## src/sv/assert_macros.svh

```systemverilog
// Assertion helpers used by apc_ctrl.
`ifndef ASSERT_MACROS_SVH
`define ASSERT_MACROS_SVH

// Same-cycle implication, disabled during reset.
`define ASSERT_IMPLY(lbl, clk, rst, ante, cons, msg) \
   lbl: assert property (@(posedge clk) disable iff (rst) (ante) |-> (cons)) \
      else $error(msg);

// Next-cycle implication, disabled during reset.
`define ASSERT_NEXT(lbl, clk, rst, ante, cons, msg) \
   lbl: assert property (@(posedge clk) disable iff (rst) (ante) |=> (cons)) \
      else $error(msg);

`endif

```

## src/sv/apc_pkg.sv

```systemverilog
`default_nettype none
package apc_pkg;

   localparam int CHAN_W      = 8;
   localparam int NUM_LANES   = 4;
   localparam int SLOT_W      = 2;
   localparam int NUM_W       = 2 * CHAN_W;
   localparam int LANE_STAGES = CHAN_W + 2;
   localparam int DIV_FIRST   = LANE_STAGES - CHAN_W + 1;
   localparam int NSTAGE      = LANE_STAGES + 1;
   localparam int ADDR_W      = 4;
   localparam int DATA_W      = 32;

   localparam logic [1:0] REG_DIRECTION    = 2'd0;
   localparam logic [1:0] REG_ALPHA_SLOT   = 2'd1;
   localparam logic [1:0] REG_PASS_THROUGH = 2'd2;

   localparam logic DIR_PREMUL   = 1'b0;
   localparam logic DIR_UNPREMUL = 1'b1;

   localparam logic [CHAN_W-1:0] ALPHA_OPAQUE = 8'hFF;
   localparam logic [CHAN_W-1:0] ALPHA_CLEAR  = 8'h00;
   localparam logic [CHAN_W-1:0] CHAN_MAX     = 8'hFF;
   localparam logic [SLOT_W-1:0] SLOT_RESET   = 2'd3;

   typedef struct packed {
      logic              keep;
      logic [SLOT_W-1:0] slot;
   } meta_type;

   typedef struct packed {
      logic [NSTAGE:1] en;
      meta_type        meta;
   } pipe_ctl_type;

endpackage
`default_nettype wire

```

## src/sv/alpha_premultiply_convert_unit.sv

```systemverilog
// An accepted word passes the lane stages and the merge register to rsp_valid.
// Throughput: one pixel per cycle while rsp_stall is low. Each lane runs a
// restoring divider: one quotient bit per stage, setting the pipeline depth.
// Reset (synchronous, active high) empties the pipeline and sets direction 0,
// alpha_slot 3 and pass_through 0.
`default_nettype none
module alpha_premultiply_convert_unit (
   input  wire logic                       clock,
   input  wire logic                       reset,
   input  wire logic                       req_valid,
   output logic                            req_stall,
   input  wire logic [apc_pkg::CHAN_W-1:0] req_chan0,
   input  wire logic [apc_pkg::CHAN_W-1:0] req_chan1,
   input  wire logic [apc_pkg::CHAN_W-1:0] req_chan2,
   input  wire logic [apc_pkg::CHAN_W-1:0] req_chan3,
   output logic                            rsp_valid,
   input  wire logic                       rsp_stall,
   output logic      [apc_pkg::CHAN_W-1:0] rsp_out0,
   output logic      [apc_pkg::CHAN_W-1:0] rsp_out1,
   output logic      [apc_pkg::CHAN_W-1:0] rsp_out2,
   output logic      [apc_pkg::CHAN_W-1:0] rsp_out3,
   input  wire logic                       psel,
   input  wire logic                       penable,
   input  wire logic                       pwrite,
   input  wire logic [apc_pkg::ADDR_W-1:0] paddr,
   input  wire logic [apc_pkg::DATA_W-1:0] pwdata,
   output logic      [apc_pkg::DATA_W-1:0] prdata,
   output logic                            pready
);

   localparam int NL = apc_pkg::NUM_LANES;
   localparam int CW = apc_pkg::CHAN_W;

   logic                       direction_ff;
   logic [apc_pkg::SLOT_W-1:0] alpha_slot_ff;
   logic                       pass_through_ff;
   logic                       wr_en;
   logic [1:0]                 reg_idx;

   logic [CW-1:0]              chan   [NL];
   logic [CW-1:0]              orig   [NL];
   logic [CW-1:0]              result [NL];
   logic [CW-1:0]              pix    [NL];
   logic [CW-1:0]              alpha;
   apc_pkg::meta_type          meta_in;
   apc_pkg::pipe_ctl_type      ctl;

   assign pready  = 1'b1;
   assign reg_idx = paddr[3:2];
   assign wr_en   = psel && penable && pwrite && pready;

   always_ff @(posedge clock) begin
      if (reset) begin
         direction_ff    <= apc_pkg::DIR_PREMUL;
         alpha_slot_ff   <= apc_pkg::SLOT_RESET;
         pass_through_ff <= 1'b0;
      end else if (wr_en) begin
         case (reg_idx)
            apc_pkg::REG_DIRECTION:    direction_ff    <= pwdata[0];
            apc_pkg::REG_ALPHA_SLOT:   alpha_slot_ff   <= pwdata[apc_pkg::SLOT_W-1:0];
            apc_pkg::REG_PASS_THROUGH: pass_through_ff <= pwdata[0];
            default: ;
         endcase
      end
   end

   always_comb begin
      case (reg_idx)
         apc_pkg::REG_DIRECTION:    prdata = apc_pkg::DATA_W'(direction_ff);
         apc_pkg::REG_ALPHA_SLOT:   prdata = apc_pkg::DATA_W'(alpha_slot_ff);
         apc_pkg::REG_PASS_THROUGH: prdata = apc_pkg::DATA_W'(pass_through_ff);
         default:                   prdata = '0;
      endcase
   end

   assign chan[0] = req_chan0;
   assign chan[1] = req_chan1;
   assign chan[2] = req_chan2;
   assign chan[3] = req_chan3;
   assign alpha   = chan[alpha_slot_ff];

   // Keep the pixel when bypassed, opaque, or transparent on the divide path.
   assign meta_in.keep = pass_through_ff || alpha == apc_pkg::ALPHA_OPAQUE ||
                         (direction_ff == apc_pkg::DIR_UNPREMUL &&
                          alpha == apc_pkg::ALPHA_CLEAR);
   assign meta_in.slot = alpha_slot_ff;

   apc_ctrl u_ctrl (
      .clock     (clock),
      .reset     (reset),
      .req_valid (req_valid),
      .rsp_stall (rsp_stall),
      .meta_in   (meta_in),
      .req_stall (req_stall),
      .rsp_valid (rsp_valid),
      .ctl       (ctl)
   );

   for (genvar i = 0; i < NL; i++) begin : g_lane
      apc_lane u_lane (
         .clock     (clock),
         .chan      (chan[i]),
         .alpha     (alpha),
         .direction (direction_ff),
         .ctl       (ctl),
         .orig      (orig[i]),
         .result    (result[i])
      );
   end

   apc_merge u_merge (
      .clock  (clock),
      .ctl    (ctl),
      .orig   (orig),
      .result (result),
      .pix    (pix)
   );

   assign rsp_out0 = pix[0];
   assign rsp_out1 = pix[1];
   assign rsp_out2 = pix[2];
   assign rsp_out3 = pix[3];

endmodule
`default_nettype wire

```

## src/sv/apc_lane.sv

```systemverilog
`default_nettype none
module apc_lane (
   input  wire logic                       clock,
   input  wire logic [apc_pkg::CHAN_W-1:0] chan,
   input  wire logic [apc_pkg::CHAN_W-1:0] alpha,
   input  wire logic                       direction,
   input  wire apc_pkg::pipe_ctl_type      ctl,
   output logic      [apc_pkg::CHAN_W-1:0] orig,
   output logic      [apc_pkg::CHAN_W-1:0] result
);

   localparam int LS = apc_pkg::LANE_STAGES;
   localparam int CW = apc_pkg::CHAN_W;
   localparam int NW = apc_pkg::NUM_W;

   logic [NW-1:0] rem_ff  [1:LS-1];
   logic [CW-1:0] a_ff    [1:LS-1];
   logic          dir_ff  [1:LS];
   logic [CW-1:0] orig_ff [1:LS];
   logic [CW-1:0] pm_ff   [2:LS];
   logic          sat_ff  [2:LS];
   logic [CW-1:0] quo_ff  [2:LS];

   logic [NW-1:0] num_in;
   logic [NW:0]   pm_sum;

   // Numerator: c*a + 127 for premultiply, c*255 + a/2 for unpremultiply.
   always_comb begin
      if (direction == apc_pkg::DIR_UNPREMUL) begin
         num_in = {chan, {CW{1'b0}}} - NW'(chan) + NW'(alpha[CW-1:1]);
      end else begin
         num_in = NW'(chan) * NW'(alpha) + NW'(127);
      end
   end

   always_ff @(posedge clock) begin
      if (ctl.en[1]) begin
         rem_ff[1]  <= num_in;
         a_ff[1]    <= alpha;
         dir_ff[1]  <= direction;
         orig_ff[1] <= chan;
      end
   end

   // Divide by 255 exactly: (x + (x >> 8) + 1) >> 8.
   assign pm_sum = {1'b0, rem_ff[1]} + (NW+1)'(rem_ff[1][NW-1:CW]) + (NW+1)'(1);

   always_ff @(posedge clock) begin
      if (ctl.en[2]) begin
         rem_ff[2]  <= rem_ff[1];
         a_ff[2]    <= a_ff[1];
         dir_ff[2]  <= dir_ff[1];
         orig_ff[2] <= orig_ff[1];
         pm_ff[2]   <= pm_sum[NW-1:CW];
         sat_ff[2]  <= rem_ff[1] >= {a_ff[1], {CW{1'b0}}};
         quo_ff[2]  <= '0;
      end
   end

   // Restoring divider: one quotient bit per stage, MSB first.
   for (genvar st = apc_pkg::DIV_FIRST; st <= LS; st++) begin : g_div
      localparam int BIT = LS - st;
      logic [NW-1:0] dsh;
      logic          take;
      logic [CW-1:0] quo_in;

      assign dsh  = NW'(a_ff[st-1]) << BIT;
      assign take = rem_ff[st-1] >= dsh;

      always_comb begin
         quo_in      = quo_ff[st-1];
         quo_in[BIT] = take;
      end

      always_ff @(posedge clock) begin
         if (ctl.en[st]) begin
            dir_ff[st]  <= dir_ff[st-1];
            orig_ff[st] <= orig_ff[st-1];
            pm_ff[st]   <= pm_ff[st-1];
            sat_ff[st]  <= sat_ff[st-1];
            quo_ff[st]  <= quo_in;
         end
      end

      if (st < LS) begin : g_rem
         always_ff @(posedge clock) begin
            if (ctl.en[st]) begin
               rem_ff[st] <= take ? rem_ff[st-1] - dsh : rem_ff[st-1];
               a_ff[st]   <= a_ff[st-1];
            end
         end
      end
   end

   always_comb begin
      if (dir_ff[LS] == apc_pkg::DIR_UNPREMUL) begin
         result = sat_ff[LS] ? apc_pkg::CHAN_MAX : quo_ff[LS];
      end else begin
         result = pm_ff[LS];
      end
   end

   assign orig = orig_ff[LS];

endmodule
`default_nettype wire

```

## src/sv/apc_ctrl.sv

```systemverilog
`default_nettype none
`include "assert_macros.svh"
module apc_ctrl (
   input  wire logic                  clock,
   input  wire logic                  reset,
   input  wire logic                  req_valid,
   input  wire logic                  rsp_stall,
   input  wire apc_pkg::meta_type     meta_in,
   output logic                       req_stall,
   output logic                       rsp_valid,
   output apc_pkg::pipe_ctl_type      ctl
);

   localparam int NS = apc_pkg::NSTAGE;
   localparam int LS = apc_pkg::LANE_STAGES;

   logic [NS:1]       valid_ff;
   logic [NS:1]       valid_in;
   logic [NS:1]       en;
   apc_pkg::meta_type meta_ff [1:LS];

   // A stage moves when it is empty or its successor moves.
   always_comb begin
      en[NS] = !valid_ff[NS] || !rsp_stall;
      for (int st = NS - 1; st >= 1; st--) begin
         en[st] = !valid_ff[st] || en[st+1];
      end
   end

   always_comb begin
      valid_in[1] = en[1] ? req_valid : valid_ff[1];
      for (int st = 2; st <= NS; st++) begin
         valid_in[st] = en[st] ? valid_ff[st-1] : valid_ff[st];
      end
   end

   always_ff @(posedge clock) begin
      if (reset) begin
         valid_ff <= '0;
      end else begin
         valid_ff <= valid_in;
      end
   end

   always_ff @(posedge clock) begin
      if (en[1]) begin
         meta_ff[1] <= meta_in;
      end
      for (int st = 2; st <= LS; st++) begin
         if (en[st]) begin
            meta_ff[st] <= meta_ff[st-1];
         end
      end
   end

   assign req_stall = !en[1];
   assign rsp_valid = valid_ff[NS];
   assign ctl.en    = en;
   assign ctl.meta  = meta_ff[LS];

   `ASSERT_IMPLY(a_stall_only_full, clock, reset, !en[1], &valid_ff,
      "input stalled while the pipeline has a free stage")
   `ASSERT_NEXT(a_fill_count, clock, reset,
      req_valid && en[1] && !(valid_ff[NS] && !rsp_stall),
      $countones(valid_ff) == $past($countones(valid_ff)) + 1,
      "accepted word not tracked in the pipeline")
   `ASSERT_NEXT(a_drain_count, clock, reset,
      !(req_valid && en[1]) && valid_ff[NS] && !rsp_stall,
      $countones(valid_ff) + 1 == $past($countones(valid_ff)),
      "delivered word not removed from the pipeline")

endmodule
`default_nettype wire

```

## src/sv/apc_merge.sv

```systemverilog
`default_nettype none
module apc_merge (
   input  wire logic                       clock,
   input  wire apc_pkg::pipe_ctl_type      ctl,
   input  wire logic [apc_pkg::CHAN_W-1:0] orig   [apc_pkg::NUM_LANES],
   input  wire logic [apc_pkg::CHAN_W-1:0] result [apc_pkg::NUM_LANES],
   output logic      [apc_pkg::CHAN_W-1:0] pix    [apc_pkg::NUM_LANES]
);

   logic [apc_pkg::CHAN_W-1:0] pix_ff [apc_pkg::NUM_LANES];
   logic [apc_pkg::CHAN_W-1:0] pix_in [apc_pkg::NUM_LANES];

   // Hold the alpha byte, and every byte of a kept pixel.
   always_comb begin
      for (int i = 0; i < apc_pkg::NUM_LANES; i++) begin
         if (ctl.meta.keep || ctl.meta.slot == apc_pkg::SLOT_W'(i)) begin
            pix_in[i] = orig[i];
         end else begin
            pix_in[i] = result[i];
         end
      end
   end

   always_ff @(posedge clock) begin
      if (ctl.en[apc_pkg::NSTAGE]) begin
         pix_ff <= pix_in;
      end
   end

   assign pix = pix_ff;

endmodule
`default_nettype wire
```

## config.mk

```make
export PLATFORM = sky130hd
export DESIGN_NAME = alpha_premultiply_convert_unit
export DESIGN_NICKNAME = d
export VERILOG_FILES = /design/src/sv/apc_pkg.sv /design/src/sv/alpha_premultiply_convert_unit.sv /design/src/sv/apc_lane.sv /design/src/sv/apc_ctrl.sv /design/src/sv/apc_merge.sv
export VERILOG_INCLUDE_DIRS = /design/src /design/src/sv
export SDC_FILE = /design/constraint.sdc
export NUM_CORES = 2
export LEC_CHECK = 0
export BUFFER_PORTS_ARGS = -buffer_cell sky130_fd_sc_hd__buf_2
export CORE_MARGIN = 2
export CORE_UTILIZATION = 35
export DETAILED_ROUTE_END_ITERATION = 7
export PLACE_DENSITY = 0.48
export SKIP_LAST_GASP = 1
export SLEW_MARGIN = 20
export SYNTH_ARGS = -nofsm -noshare
export SYNTH_HDL_FRONTEND = slang
export SYNTH_SLANG_ARGS = --single-unit
```

## constraint.sdc

```tcl
create_clock -name clock -period 9.9 [get_ports clock]
set_clock_uncertainty 0.1 [all_clocks]
set_input_delay 0.495 -clock clock [delete_from_list [all_inputs] [get_ports clock]]
set_output_delay 0.495 -clock clock [all_outputs]
set_load 0.03 [all_outputs]
```

==> run_results.csv <==
group,metric,value,unit
grt,antenna_found_initial,11,
grt,first_global_vias,42800,
final_layout,ff_latch_area,45600,um^2
cts,htree_levels,4,
worst_setup_path,worstSetupEndpoint,"g_lane[0].u_lane.rem_ff[0][28]",
worst_setup_path,critical-path-max-stage-delay,0.93,ns
cts,cts_sink_count,1523,
final_layout,final.fill_count,20100,
floorplan,die_span_in_y,469,um
pwr,p_per_area,313,nW/um^2
sta,maxSlewHeadroom,27.2,%
cts,clkLatencyLatePin,0.81,ns
synthesis,synth_edf_count,1508,
pwr,report.power.total,26.7,mW
floorplan,floorplan.rows,170,
routing,postRouteWirelength,174000,um
routing,drt_pre_antenna_iters,7,
status,outcome,"complete, no violations",
placement,placed_wire_length_estimate,128000,um
worst_setup_path,cell_with_the_biggest_individual_delay_on_the_critical_path,"sky130_fd_sc_hd__mux4_2",
floorplan,die_footprint,220000,um^2
final_layout,final_common_cell,"sky130_fd_sc_hd__edfxtp_1",
worst_setup_path,crit_path_cells,"buf_4 -> mux4_2 -> inv_2 -> nor2_1 -> fa_1 -> ha_1 -> fa_1 -> inv_1 -> fa_1 -> inv_1 -> ha_1 -> nor2b_1 -> o31ai_1 -> a21oi_1 -> a311oi_1 -> a21oi_1 -> xnor2_1 -> mux2i_1",
routing,routed_wire_length_per_instance,19.6,um
cts,clkTransAtPathRegs,0.06,ns
cts,post_cts_resized,0,
sta,maxSlewViolCount,0,
synthesis,netlist_area,75700,um^2
worst_setup_path,cp_max_fo,27,
worst_setup_path,critPathLaunch,"alpha_slot_ff[0]",
routing,post_drt_via_cell_ratio,4.81,
worst_hold_path,min_path_type,"in -> reg",
final_layout,layout.cells.most_common_list,"sky130_fd_sc_hd__edfxtp_1 (1,508), sky130_fd_sc_hd__ha_1 (508), sky130_fd_sc_hd__inv_1 (473)",
worst_setup_path,critPathLaunchType,"flip-flop",
worst_setup_path,crit-reg2reg-launch,"alpha_slot_ff[0]",
sta,achievable_freq,157,MHz
routing,drt_iter0_markers,2496,
cts,post-cts-setup-buffers,0,
floorplan,die_x,469,um
worst_setup_path,critical_path_required,10.33,ns
routing,detailroute.via_count,42600,
sta,rsz_0062_raised_after_global_routing,"no",
synthesis,postSynth.asyncResetShare,0,%
final_layout,multi_input_combinational_cell_area,27700,um^2
grt,gr-total-overflow,0,
worst_setup_path,worst_r2r_endpoint,"g_lane[0].u_lane.rem_ff[0][28]",
synthesis,ys.warnings.count,0,
cts,cts_root_buffer,"sky130_fd_sc_hd__clkbuf_16",
synthesis,post_synth_inst_count,5700,
placement,globalplace.congestion,0.839,
floorplan,core,215000,um^2
floorplan,floorplan.initialDensity,35.2,%
worst_setup_path,critical_path.most_common_cell,"sky130_fd_sc_hd__fa_1",
sta,final_period_minus_worst_setup_slack,6.35,ns
cts,tritoncts.num_buffers,165,
placement,port-buffer-count,78,
grt,global_route_wire_length_before_repair,265000,um
sta,worstMarginPinSlew,1.08,ns
worst_setup_path,critPathCaptureType,"flip-flop",
final_layout,finalInstanceArea,85200,um^2
pwr,vdd.ir_drop.worst,166,uV
routing,final_antenna_net_count,0,
job,maxCapViolCount,0,
sta,final-setup-viol-count,0,
final_layout,layout-area-overhead-vs-synth,12.6,%
cts,cts-root-to-sink-buffers,3,
grt,grt_start_max_net_pins,86,
sta,fin_crit_sh,64.1,%
synthesis,seq_area_frac_synth,60.2,%
synthesis,synth_cell_type_count,86,
synthesis,ys_ff_latch,1523,
worst_setup_path,timing.reg2reg.setup_slack,3.55,ns
cts,tritoncts,"built",
placement,placed_cell_area,79400,um^2
synthesis,synth.avg_cell_area,13.3,um^2
grt,global_route.usage.total,15.9,%
sta,setup_tns,0,ns
worst_setup_path,cp.arrival,6.78,ns
worst_setup_path,worstRegToRegCells,18,
pwr,leakagePower,34.0,nW
final_layout,nNetsFinal,6670,
synthesis,dominantRegCellSynth,"sky130_fd_sc_hd__edfxtp_1",
routing,detail_route.drc_violations,0,
floorplan,top_level_ports,142,
worst_setup_path,critPathKind,"reg -> reg",
sta,total_count_of_hold_check_failures_in_the_final_report,0,
cts,post_cts_hold_buffer_count,31,
final_layout,final_layout_size_suffix_gt1_share,7.85,%
[flip-flops by register name, summed over array words and instances (netlist names), 30 cells and up]
name / count
g_lane.u_lane.sat_ff: 36
u_merge.pix: 32
u_ctrl.meta_ff: 30
g_lane.u_lane.a_ff: 72
g_lane.u_lane.orig_ff: 320
g_lane.u_lane.pm_ff: 288
g_lane.u_lane.rem_ff: 576
g_lane.u_lane.quo_ff: 144
[per-stage QoR]
step / setup WS (ns) / util (%) / std cells / hold slack, ns
after global placement: 3.37 / 36.9 / 8527 / 0.301
final: 3.55 / 39.7 / 8863 / 0.0821
after global routing: 3.17 / 39.7 / 8861 / 0.0238
after CTS: 3.52 / 39.7 / 8860 / 0.00930
after floorplan: 1.00 / - / 5729 / 0.300
after detailed placement: 3.39 / 36.9 / 8527 / 0.305
[where the power goes]
group          switching [mW]  leakage, nW  internal, mW
clock                    2.54         2.68          3.63
combinational            5.06         15.3          3.89
sequential               1.35         16.0          10.2
total                    8.95         34.0          17.7
[critical path, delay by kind of cell (launching register included)]
kind                     cells  cell delay [ns]
adder cells (fa/ha/maj)      5             2.07
AND/OR/NAND/NOR              2             0.29
XOR/XNOR                     1             0.15
AO/OA/AOI/OAI                4             1.10
buffers and inverters        4             0.95
flip-flops                   1             0.35
multiplexers                 2             1.04
[per-layer routing]
| layer | vias to the layer above | track usage (%) | routed length, um |
|---|---|---|---|
| li1 | 21100 | - | - |
| met1 | 20600 | 22.3 | 83100 |
| met2 | 669 | 25.4 | 79400 |
| met3 | 268 | 1.94 | 5210 |
| met4 | 0 | 5.74 | 5810 |
| met5 | - | 0 | 0 |
[synth_stat cells, drive strengths merged, types with 7 or more instances]
library cell,count,area (um^2)
edfxtp,1508,45300
ha,508,6360
inv,480,1800
nand2,390,1460
nor2,341,1280
o21ai,291,1460
a21oi,285,1430
fa,200,4000
xnor2,182,1590
and2,134,838
xor2,133,1160
clkbuf,113,424
nor2b,99,619
nor3,90,450
nand2b,83,519
a21o,77,578
o21a,66,495
nand3,64,320
nor4,63,407
mux2,54,608
mux2i,46,460
buf,41,287
a211oi,33,248
nand4,32,200
o31ai,32,240
or3,30,188
a21boi,23,173
o22ai,20,125
a31oi,19,134
or4,19,150
o221ai,16,140
o31a,16,140
dfxtp,15,300
o41ai,15,131
and3,14,88.8
o21bai,14,105
o211ai,13,97.6
a211o,11,96.3
nand4b,10,87.6
or2,10,62.6
or4b,10,100
o2111ai,9,78.8
a2111oi,8,70.1
mux4,8,180
nand3b,7,52.6
[logic make-up after synthesis]
family	synth area share (%)
muxes	1.65
and+or+nand+nor	9.28
DFF	60.2
other	0.00993
AOI/OAI and AO/OA	8.15
buffers and inverters	3.33
xor gates and xnor gates	3.65
adders and majority gates	13.7
[worst min-delay path by stage]
stage,from,endpoint,slack [ns],cells past startpoint
finish,req_chan0[7],g_lane[0].u_lane.orig_ff[0][15],0.08,1
global route,req_chan0[7],g_lane[0].u_lane.orig_ff[0][15],0.02,1
CTS,req_chan0[5],g_lane[0].u_lane.orig_ff[0][13],0.009,1
detailed placement,g_lane[0].u_lane.orig_ff[0][10],g_lane[0].u_lane.orig_ff[0][18],0.30,0
global placement,g_lane[3].u_lane.orig_ff[8][6],g_lane[3].u_lane.orig_ff[9][6],0.30,0
floorplan,g_lane[2].u_lane.dir_ff[0][1],g_lane[0].u_lane.dir_ff[0][2],0.30,0
[area by class of cell]
class | count | area share, %
antenna | 3 | 0.00881
clock buffer | 204 | 5.07
clock inverter | 98 | 1.43
inverter | 481 | 2.14
multi-input combinational | 3571 | 32.6
sequential | 1523 | 53.5
tap | 2838 | 4.17
timing repair buffer | 145 | 1.14
Power figures use the tool's default switching activity.
